<file path="config.mk">
export PLATFORM = sky130hd
export DESIGN_NAME = double_ended_queue_with_search
export DESIGN_NICKNAME = d
export VERILOG_FILES = /design/src/rtl/deqs_pkg.sv /design/src/rtl/deqs_ram.sv /design/src/rtl/double_ended_queue_with_search.sv
export SDC_FILE = /design/constraint.sdc
export NUM_CORES = 1
export LEC_CHECK = 0
export BUFFER_PORTS_ARGS = -buffer_cell sky130_fd_sc_hd__buf_4
export CAP_MARGIN = 20
export CORE_MARGIN = 3
export CORE_UTILIZATION = 45
export CTS_CLUSTER_DIAMETER = 200
export DETAILED_ROUTE_END_ITERATION = 10
export SLEW_MARGIN = 20
export SYNTH_ARGS = -nofsm -noshare
export SYNTH_HDL_FRONTEND = slang
export SYNTH_HIERARCHICAL = 1
export SYNTH_SLANG_ARGS = --single-unit
</file>
<file path="constraint.sdc">
create_clock -name i_clk -period 4.95 [get_ports i_clk]
set_clock_uncertainty 0.2 [all_clocks]
set_input_delay 0.99 -clock i_clk [delete_from_list [all_inputs] [get_ports i_clk]]
set_output_delay 0.99 -clock i_clk [all_outputs]
set_load 0.01 [all_outputs]
</file>
<file path="src/rtl/deqs_pkg.sv">
// Shared types, sizes and ring index helpers for the double-ended queue with search.
// No dependencies; the top level imports this package, the RAM stands alone.
`default_nettype none
package deqs_pkg;

    localparam int DEPTH      = 16;
    localparam int DATA_WIDTH = 32;
    localparam int IDX_W      = (DEPTH > 1) ? $clog2(DEPTH) : 1;
    localparam int CNT_W      = $clog2(DEPTH + 1);

    typedef enum logic [2:0] {
        OP_PUSH_BACK  = 3'd0,
        OP_PUSH_FRONT = 3'd1,
        OP_POP_FRONT  = 3'd2,
        OP_POP_BACK   = 3'd3,
        OP_SEARCH     = 3'd4
    } t_op;

    typedef enum logic [1:0] {
        ST_DONE      = 2'd0,
        ST_FULL      = 2'd1,
        ST_EMPTY     = 2'd2,
        ST_NOT_FOUND = 2'd3
    } t_status;

    typedef enum logic {
        S_IDLE,
        S_SCAN
    } t_state;

    typedef struct packed {
        logic [2:0]  operation;
        logic [31:0] value;
    } t_request;

    typedef struct packed {
        t_status     status;
        logic [4:0]  entry_count;
        logic [3:0]  match_position;
    } t_result;

    // (base + off) mod DEPTH, with base below DEPTH and off at most DEPTH
    function automatic logic [IDX_W-1:0] ring_add(input logic [IDX_W-1:0] base,
                                                  input logic [CNT_W-1:0] off);
        logic [CNT_W:0] sum;
        sum = (CNT_W+1)'(base) + (CNT_W+1)'(off);
        if (sum >= (CNT_W+1)'(DEPTH)) begin
            sum = sum - (CNT_W+1)'(DEPTH);
        end
        return IDX_W'(sum);
    endfunction

endpackage
`default_nettype wire

</file>
<file path="src/rtl/deqs_ram.sv">
// Simple dual-port RAM: one write port, one read port with registered data.
// Standalone; no package needed.
`default_nettype none
module deqs_ram #(
    parameter int DEPTH = 16,
    parameter int WIDTH = 32
) (
    input  wire logic                                  i_clk,
    input  wire logic                                  i_we,
    input  wire logic [((DEPTH > 1) ? $clog2(DEPTH) : 1)-1:0] i_waddr,
    input  wire logic [WIDTH-1:0]                      i_wdata,
    input  wire logic [((DEPTH > 1) ? $clog2(DEPTH) : 1)-1:0] i_raddr,
    output logic      [WIDTH-1:0]                      o_rdata
);

    logic [WIDTH-1:0] mem [DEPTH];

    always_ff @(posedge i_clk) begin
        if (i_we) begin
            mem[i_waddr] <= i_wdata;
        end
    end

    always_ff @(posedge i_clk) begin
        o_rdata <= mem[i_raddr];
    end

endmodule
`default_nettype wire

</file>
<file path="src/rtl/double_ended_queue_with_search.sv">
// Top level of the double-ended queue with search: control, ring pointers, scan sequencer.
// Depends on deqs_pkg and deqs_ram.
//
//  channel   | ports                     | handshake
//  ----------+---------------------------+---------------------------------
//  request   | start, busy, i_request    | taken when start && !busy
//  result    | o_strobe, o_result        | one-cycle strobe, never stalled
//
// Pushes, removals and unused codes take one cycle: the result strobes in the
// cycle after the request and the next request may be taken in that same cycle.
// A search walks the held entries through the store's single read port, one per
// cycle, with busy high for the whole walk; a search on an empty queue is
// answered with not-found without a walk, like a push.
// Reset clears pointers, count and the sequencer; store contents are left as is.
// The result side cannot stall, so no result is ever held back.
`default_nettype none
module double_ended_queue_with_search (
    input  wire logic               i_clk,
    input  wire logic               i_rst_n,
    input  wire logic               start,
    input  wire deqs_pkg::t_request i_request,
    output logic                    busy,
    output logic                    o_strobe,
    output deqs_pkg::t_result       o_result
);
    import deqs_pkg::*;

    t_state                r_state,   n_state;
    logic [IDX_W-1:0]      r_front,   n_front;
    logic [CNT_W-1:0]      r_count,   n_count;
    logic [DATA_WIDTH-1:0] r_key,     n_key;
    logic [CNT_W-1:0]      r_issue,   n_issue;
    logic [IDX_W-1:0]      r_cmp_pos, n_cmp_pos;
    logic                  r_found,   n_found;
    logic [IDX_W-1:0]      r_match,   n_match;
    logic                  r_strobe,  n_strobe;
    t_result               r_result,  n_result;

    logic                  we;
    logic [IDX_W-1:0]      waddr;
    logic [IDX_W-1:0]      raddr;
    logic [DATA_WIDTH-1:0] word;
    logic [DATA_WIDTH-1:0] rdata;
    logic                  hit;
    logic                  last;
    logic                  full;
    logic                  empty;

    deqs_ram #(
        .DEPTH (DEPTH),
        .WIDTH (DATA_WIDTH)
    ) u_store (
        .i_clk   (i_clk),
        .i_we    (we),
        .i_waddr (waddr),
        .i_wdata (word),
        .i_raddr (raddr),
        .o_rdata (rdata)
    );

    assign word  = DATA_WIDTH'(i_request.value);
    assign full  = (r_count == CNT_W'(DEPTH));
    assign empty = (r_count == '0);
    assign hit   = (rdata == r_key);
    assign last  = ((CNT_W'(r_cmp_pos) + CNT_W'(1)) == r_count);

    always_ff @(posedge i_clk) begin
        if (!i_rst_n) begin
            r_state  <= S_IDLE;
            r_front  <= '0;
            r_count  <= '0;
            r_strobe <= 1'b0;
        end else begin
            r_state  <= n_state;
            r_front  <= n_front;
            r_count  <= n_count;
            r_strobe <= n_strobe;
        end
    end

    always_ff @(posedge i_clk) begin
        r_key     <= n_key;
        r_issue   <= n_issue;
        r_cmp_pos <= n_cmp_pos;
        r_found   <= n_found;
        r_match   <= n_match;
        r_result  <= n_result;
    end

    always_comb begin
        n_state   = r_state;
        n_front   = r_front;
        n_count   = r_count;
        n_key     = r_key;
        n_issue   = r_issue;
        n_cmp_pos = r_cmp_pos;
        n_found   = r_found;
        n_match   = r_match;
        n_strobe  = 1'b0;
        n_result  = r_result;
        we        = 1'b0;
        waddr     = ring_add(r_front, r_count);
        raddr     = ring_add(r_front, r_issue);
        busy      = (r_state != S_IDLE);

        unique case (r_state)
            S_IDLE: begin
                raddr = r_front;
                if (start) begin
                    n_strobe                = 1'b1;
                    n_result.status         = ST_DONE;
                    n_result.match_position = '0;
                    unique case (i_request.operation)
                        OP_PUSH_BACK: begin
                            if (full) begin
                                n_result.status = ST_FULL;
                            end else begin
                                we      = 1'b1;
                                n_count = r_count + CNT_W'(1);
                            end
                        end
                        OP_PUSH_FRONT: begin
                            if (full) begin
                                n_result.status = ST_FULL;
                            end else begin
                                n_front = (r_front == '0) ? IDX_W'(DEPTH - 1)
                                                          : r_front - IDX_W'(1);
                                waddr   = n_front;
                                we      = 1'b1;
                                n_count = r_count + CNT_W'(1);
                            end
                        end
                        OP_POP_FRONT: begin
                            if (empty) begin
                                n_result.status = ST_EMPTY;
                            end else begin
                                n_front = (r_front == IDX_W'(DEPTH - 1)) ? '0
                                                                         : r_front + IDX_W'(1);
                                n_count = r_count - CNT_W'(1);
                            end
                        end
                        OP_POP_BACK: begin
                            if (empty) begin
                                n_result.status = ST_EMPTY;
                            end else begin
                                n_count = r_count - CNT_W'(1);
                            end
                        end
                        OP_SEARCH: begin
                            if (empty) begin
                                n_result.status = ST_NOT_FOUND;
                            end else begin
                                // hold the result back until the walk ends
                                n_strobe  = 1'b0;
                                n_key     = word;
                                n_issue   = CNT_W'(1);
                                n_cmp_pos = '0;
                                n_found   = 1'b0;
                                n_match   = '0;
                                n_state   = S_SCAN;
                            end
                        end
                        default: ;
                    endcase
                    n_result.entry_count = 5'(n_count);
                end
            end
            S_SCAN: begin
                // compare the word read last cycle, issue the next read
                if (hit) begin
                    n_found = 1'b1;
                    n_match = r_cmp_pos;
                end
                if (r_issue < r_count) begin
                    n_issue = r_issue + CNT_W'(1);
                end
                n_cmp_pos = r_cmp_pos + IDX_W'(1);
                if (last) begin
                    n_state                 = S_IDLE;
                    n_strobe                = 1'b1;
                    n_result.status         = (hit || r_found) ? ST_DONE : ST_NOT_FOUND;
                    n_result.entry_count    = 5'(r_count);
                    n_result.match_position = hit     ? 4'(r_cmp_pos) :
                                              r_found ? 4'(r_match)   : 4'd0;
                end
            end
            default: ;
        endcase
    end

    assign o_strobe = r_strobe;
    assign o_result = r_result;

endmodule
`default_nettype wire
</file>
## Word level (Yosys, flattened, before mapping)

Memory sizes are Yosys's and may differ from the RTL's. A register that Yosys moved wholly into a read port is not among the register bits.
Index checks and enable logic that the tools add are counted.

| storage, ports and cells | value |
|---|---|
| register bits after elaboration | 68 |
| output and inout bits | 13 |
| memories | 1 |
| logic and storage cells | 116 |
| RAM bits | 512 |
| bits of input ports | 38 |

| operators by class | value |
|---|---|
| bitwise gates (word level) | 2 |
| equality and inequality tests | 16 |
| order comparisons | 3 |
| muxes and demuxes | 57 |
| reduce and logical (&&, ||, !) cells | 14 |
| add/subtract/negate cells | 11 |

Memories:

| memory | words | width | read ports | clocked after memory_dff | write ports | RTL line | RTL |
|---|---|---|---|---|---|---|---|
| u_store.mem | 16 | 32 | 1 | 1 | 1 | deqs_ram.sv:16 | `logic [WIDTH-1:0] mem [DEPTH];` |

Operators with widths:

| operator | count |
|---|---|
| $mux W4 | 17 |
| $eq A32 B32 Y1 | 1 |
| $mux W5 | 6 |
| $pmux W4 S2 | 3 |
| $mux W11 | 2 |
| $pmux W11 S2 | 1 |
| $pmux W5 S2 | 2 |
| $mux W1 | 19 |
| $add A4 B5 Y6 | 2 |
| $ge A6 B5 Y1 const B | 2 |
| $reduce_and A4 Y1 | 3 |
| $sub A4 B1 Y4 const B | 3 |
| $add A5 B1 Y5 const B | 2 |
| $add A4 B1 Y4 const B | 2 |
| $ne A2 B1 Y1 const B | 4 |
| $ne A2 B2 Y1 const B | 4 |
| $eq A3 B2 Y1 const B | 2 |
| $mux W2 | 3 |
| $pmux W1 S2 | 3 |
| $pmux W2 S3 | 1 |
| $add A4 B1 Y5 const B | 1 |
| $eq A5 B5 Y1 | 1 |
| $eq A5 B5 Y1 const B | 1 |
| $logic_not A5 Y1 | 1 |
| 14 further kinds | 17 |

## Depth between registers and ports, before layout

| depth | value |
|---|---|
| word-level depth | 7 |
| mapped depth | 11 |
| gate-level depth less buffers | 9 |

## By module

Netlist, hierarchy kept.

By module, submodules not included:

| module | sequential area each (sq um) | times used | area each (sq um) | cells an instance |
|---|---|---|---|---|
| deqs_ram | 16,015.4 | 1 | 19,835.3 | 838 |
| double_ended_queue_with_search | 1,931.9 | 1 | 3,794.9 | 330 |

## Least setup slack after synthesis

Ideal clock, no wire load.

| timing | value |
|---|---|
| path kind | input -> register |
| start point | input port i_request[34] in the netlist's numbering |
| end point | memory u_store.mem[0][0], enable pin |
| slack | -0.301 ns |
| required time | 4.289 ns |
| library setup time | 0.461 ns |
| stages on the path | 7 |
| buffers on the path | 1 |
| arrival | 4.590 ns |
| cell sequence | clkbuf_1 -> a211oi_1 -> nand3_1 -> nor2_1 -> a21oi_1 -> or3b_2 -> nor3_1 |

| between the ends | value |
|---|---|
| elaborated cells on any way between the ends | 11 |
| those cells by class | 1 x eq/ne; 8 x mux; 2 x reduce/logical |

RTL lines:

| item | RTL line | RTL |
|---|---|---|
| start: declaration | double_ended_queue_with_search.sv:21 | `input wire deqs_pkg::t_request i_request,` |
| $eq A3 B1 Y1 | double_ended_queue_with_search.sv:113 | `unique case (i_request.operation)` |
| $mux W4 | double_ended_queue_with_search.sv:113 |  |
| $mux W4 | double_ended_queue_with_search.sv:109 | `if (start) begin` |
| $mux W4 | double_ended_queue_with_search.sv:106 | `unique case (r_state)` |
| net waddr[2] | double_ended_queue_with_search.sv:40 | `logic [IDX_W-1:0] waddr;` |
| end: declaration | deqs_ram.sv:16 |  |

The timed path passes the listed nets, and every way through them passes these cells.

## Worst setup path in the final report

| timing | value |
|---|---|
| start point | register r_count[1] |
| end point | memory u_store.mem[14][19], enable pin |

| between the ends | value |
|---|---|
| word-level cells in the longest chain between the ends | 7 |
| elaborated cells on any way between the ends | 15 |
| those cells by class | 2 x add/sub; 1 x order compare; 1 x eq/ne; 11 x mux |

RTL lines:

| item | RTL line | RTL |
|---|---|---|
| start: declaration | double_ended_queue_with_search.sv:30 | `logic [CNT_W-1:0] r_count, n_count;` |
| start signal: assignment | double_ended_queue_with_search.sv:76 | `r_count <= n_count;` |
| $add A4 B5 Y6 | deqs_pkg.sv:46 | `sum = (CNT_W+1)'(base) + (CNT_W+1)'(off);` |
| $ge A6 B5 Y1 or $sub A4 B1 Y4 (tied branches) | deqs_pkg.sv:47, deqs_pkg.sv:48 |  |
| $mux W4 | deqs_pkg.sv:47 | `if (sum >= (CNT_W+1)'(DEPTH)) begin` |
| $mux W4 | double_ended_queue_with_search.sv:123 | `if (full) begin` |
| $mux W4 | double_ended_queue_with_search.sv:113 |  |
| $mux W4 | double_ended_queue_with_search.sv:109 |  |
| $mux W4 * | double_ended_queue_with_search.sv:106 |  |
| net waddr[1] | double_ended_queue_with_search.sv:40 |  |

Mark *: on every way through the listed nets, which the timed path passes. The rest lies on a longest branch.

==> qor.csv <==
metric,value,unit
status,"finished, final reports clean",
ant_nets,0,
holdCritPathClass,flip-flop to flip-flop,
p_leak,8.49,nW
htreeDepth,2,
gr-max-usage-layer,met1,
syn_nets,1224,
synth_area,23600,sq um
die_h,235,microns
rows,83,
slew_viol_final,0,
cp.arrival,4.53,ns
min_period,4.45,ns
setup_slack,0.501,ns
grt.met1_usage,27.9,%
synth.distinct_cells,57,
grt_pass1_vias,11500,
fin_util,52.4,%
synth_seq_cells,612,
clk_transition_reported_paths,0.06,ns
tightest_slew,1.09,ns
grt_overflow,0,
synth_mux_area_share,12.6,%
peakVddDrop,286,uV
drc,0,
cts-root-buf,clkbuf_16,
cts_resized,0,
syn_area_per_cell,20.2,sq um
cts.sinks,612,
cts_tree,built,
synth-xor-area-share,1.89,%
cts_buffer_depth,3,
via_per_inst,5.73,
synth_cells,1168,
cts_hold_buf,0,
yosys.area_share.simple,3.40,%
path_class,flip-flop to flip-flop,
rr_worst_depth,9,
dr.first_iter.drc_count,1159,
fin_nets,1310,
globalplace.congestion,0.812,
core_area,51600,sq um
track_usage,18.4,%
n_fill_cell,4025,
setup_viol,0,
numCtsBuffers,61,
syn_to_final_growth,14.5,%
grt_max_degree,129,
multiInputGateArea,5560,sq um
hold_viol_final,0,
fmax,225,MHz
worstPathRequired,5.03,ns
finalWirelength,50900,microns
yosysWarnings,6,
antenna_found_initial,1,
final_cells,1987,
period_share,89.9,%
grt_use_met2,27.7,%
synth_edf_count,569,
place_ws,0.573,ns
cts_setup_buffers,0,
numPortBuffers,50,
cp-end-kind,flip-flop,
dp.cells,1870,
min_path_cells,2,
path_max_fanout,18,
die_area,55300,sq um
vias,11400,
critPathLaunchType,flip-flop,
grt_pass1_wl,75700,microns
p_total,0.0110,W
seq_area,17900,sq um
die_w,235,microns
dp_hpwl,30200,microns
cap_violations,0,
firstDrtPassIters,5,
p_per_area,407,nW/um^2
max-slew-margin-rel,25.3,%
synth_top_family_by_area,multiplexers,
io_pins,51,
yosysSeqAreaShare,76.0,%
wire_per_inst,25.6,microns
final_layout_size_suffix_gt1_share,25.1,%
synth-compound-area-share,3.81,%
whs,0.418,ns
start_util,45.8,%
async_flop_share,0,%
yosys.area_share.adder,1.02,%
met3_usage,3.10,%
rsz0062_at_grt,false,
clk_latency,0.61,ns
ys.flop_type,edfxtp_1,
## through the flow
| stage | instance area (sq um) | TNS [ns] |
|---|---|---|
| after global placement | 25100 | 0 |
| final | 27100 | 0 |
| after global routing | 27100 | 0 |
| after CTS | 27000 | 0 |
| after floorplan | 23600 | -0.418 |
| after detailed placement | 25100 | 0 |
## synth_stat cells, drive strengths merged, types with 3 or more instances
cell / n / area share (%)
mux4: 128 / 12
nor3: 8 / 0.19
ha: 16 / 0.85
nand2: 48 / 0.76
nand3: 9 / 0.19
nand2b: 8 / 0.21
nor2b: 10 / 0.26
mux2: 5 / 0.24
dfxtp: 43 / 3.6
o211ai: 4 / 0.13
or2: 4 / 0.11
a22oi: 64 / 2.0
nor2: 29 / 0.46
nand4: 10 / 0.26
a21oi: 18 / 0.38
nand3b: 3 / 0.095
and2: 12 / 0.32
o31ai: 3 / 0.095
a21o: 5 / 0.16
xnor2: 47 / 1.7
o21ai: 11 / 0.25
buf: 30 / 0.68
mux2i: 5 / 0.21
and3: 4 / 0.11
clkbuf: 24 / 0.38
edfxtp: 569 / 72
xor2: 4 / 0.15
inv: 14 / 0.22
## cells by family (layout without fill, tap and decap cells)
| logic type | Yosys count | after routing |
|---|---|---|
| compound gates | 125 | 125 |
| xor+xnor | 51 | 51 |
| fa+ha+maj | 18 | 18 |
| buf+inv | 68 | 205 |
| flops | 612 | 612 |
| mux | 138 | 138 |
| other cells | 0 | 2 |
| simple gates | 156 | 156 |
## where the power goes
group / switching (W) / internal, W
Combinational: 0.000430 / 0.000305
Clock: 0.00186 / 0.00263
Sequential: 0.0000411 / 0.00574
## placed cells by master (no fill, tap or decap), drive strengths merged, types with 5 or more instances in the layout
cell / instances
bufinv: 6
nor3: 8
xnor2: 47
mux2i: 5
nor2b: 10
nor2: 29
ha: 16
inv: 15
mux4: 128
clkinv: 24
nand2b: 8
edfxtp: 569
a21o: 5
nand3: 9
and2: 12
o21ai: 11
a22oi: 64
clkbuf: 83
buf: 77
a21oi: 18
nand4: 10
dfxtp: 43
mux2: 5
nand2: 48
## path summary, 6_finish.rpt
check	from	endpoint	slack (ns)
setup / recovery	r_count[1]$_SDFFE_PN0P_	u_store/mem[14][19]$_DFFE_PP_	0.50
hold / removal	r_front[3]$_SDFFE_PN0P_	r_front[3]$_SDFFE_PN0P_	0.42
setup reg to reg	r_count[1]$_SDFFE_PN0P_	u_store/mem[14][19]$_DFFE_PP_	0.50
hold reg to reg	r_front[3]$_SDFFE_PN0P_	r_front[3]$_SDFFE_PN0P_	0.42
## layout make-up
cell class	count	share of cell area (%)
sequential	612	66.3
multi-input combinational	488	20.5
clock buffer	83	6.09
tap	680	3.14
timing repair buffer	77	2.53
clock inverter	31	1.16
inverter	14	0.194
antenna	2	0.0185
## flip-flops by register name, summed over array words and instances, names as in the netlist
name,count
u_store/mem,512
r_key,32
u_store/o_rdata,32
o_result,11
r_count,5
r_issue,5
r_cmp_pos,4
r_front,4
r_match,4
busy,1
o_strobe,1
r_found,1
## routing by layer
layer,share of wire [%],wire [microns]
met1,46,23400
met2,47,23700
met3,5.3,2700
met4,2.1,1090
met5,0,0
## critical path, stage by stage (launching register included)
cell	delay, ns
dfxtp_1	0.49
inv_1	0.21
ha_1	0.27
nor3b_2	0.22
a211oi_1	0.36
nand3_1	0.34
mux2i_1	0.92
nand2b_1	0.52
nor2_4	0.22
buf_4	0.34
Power figures use the tool's default switching activity.
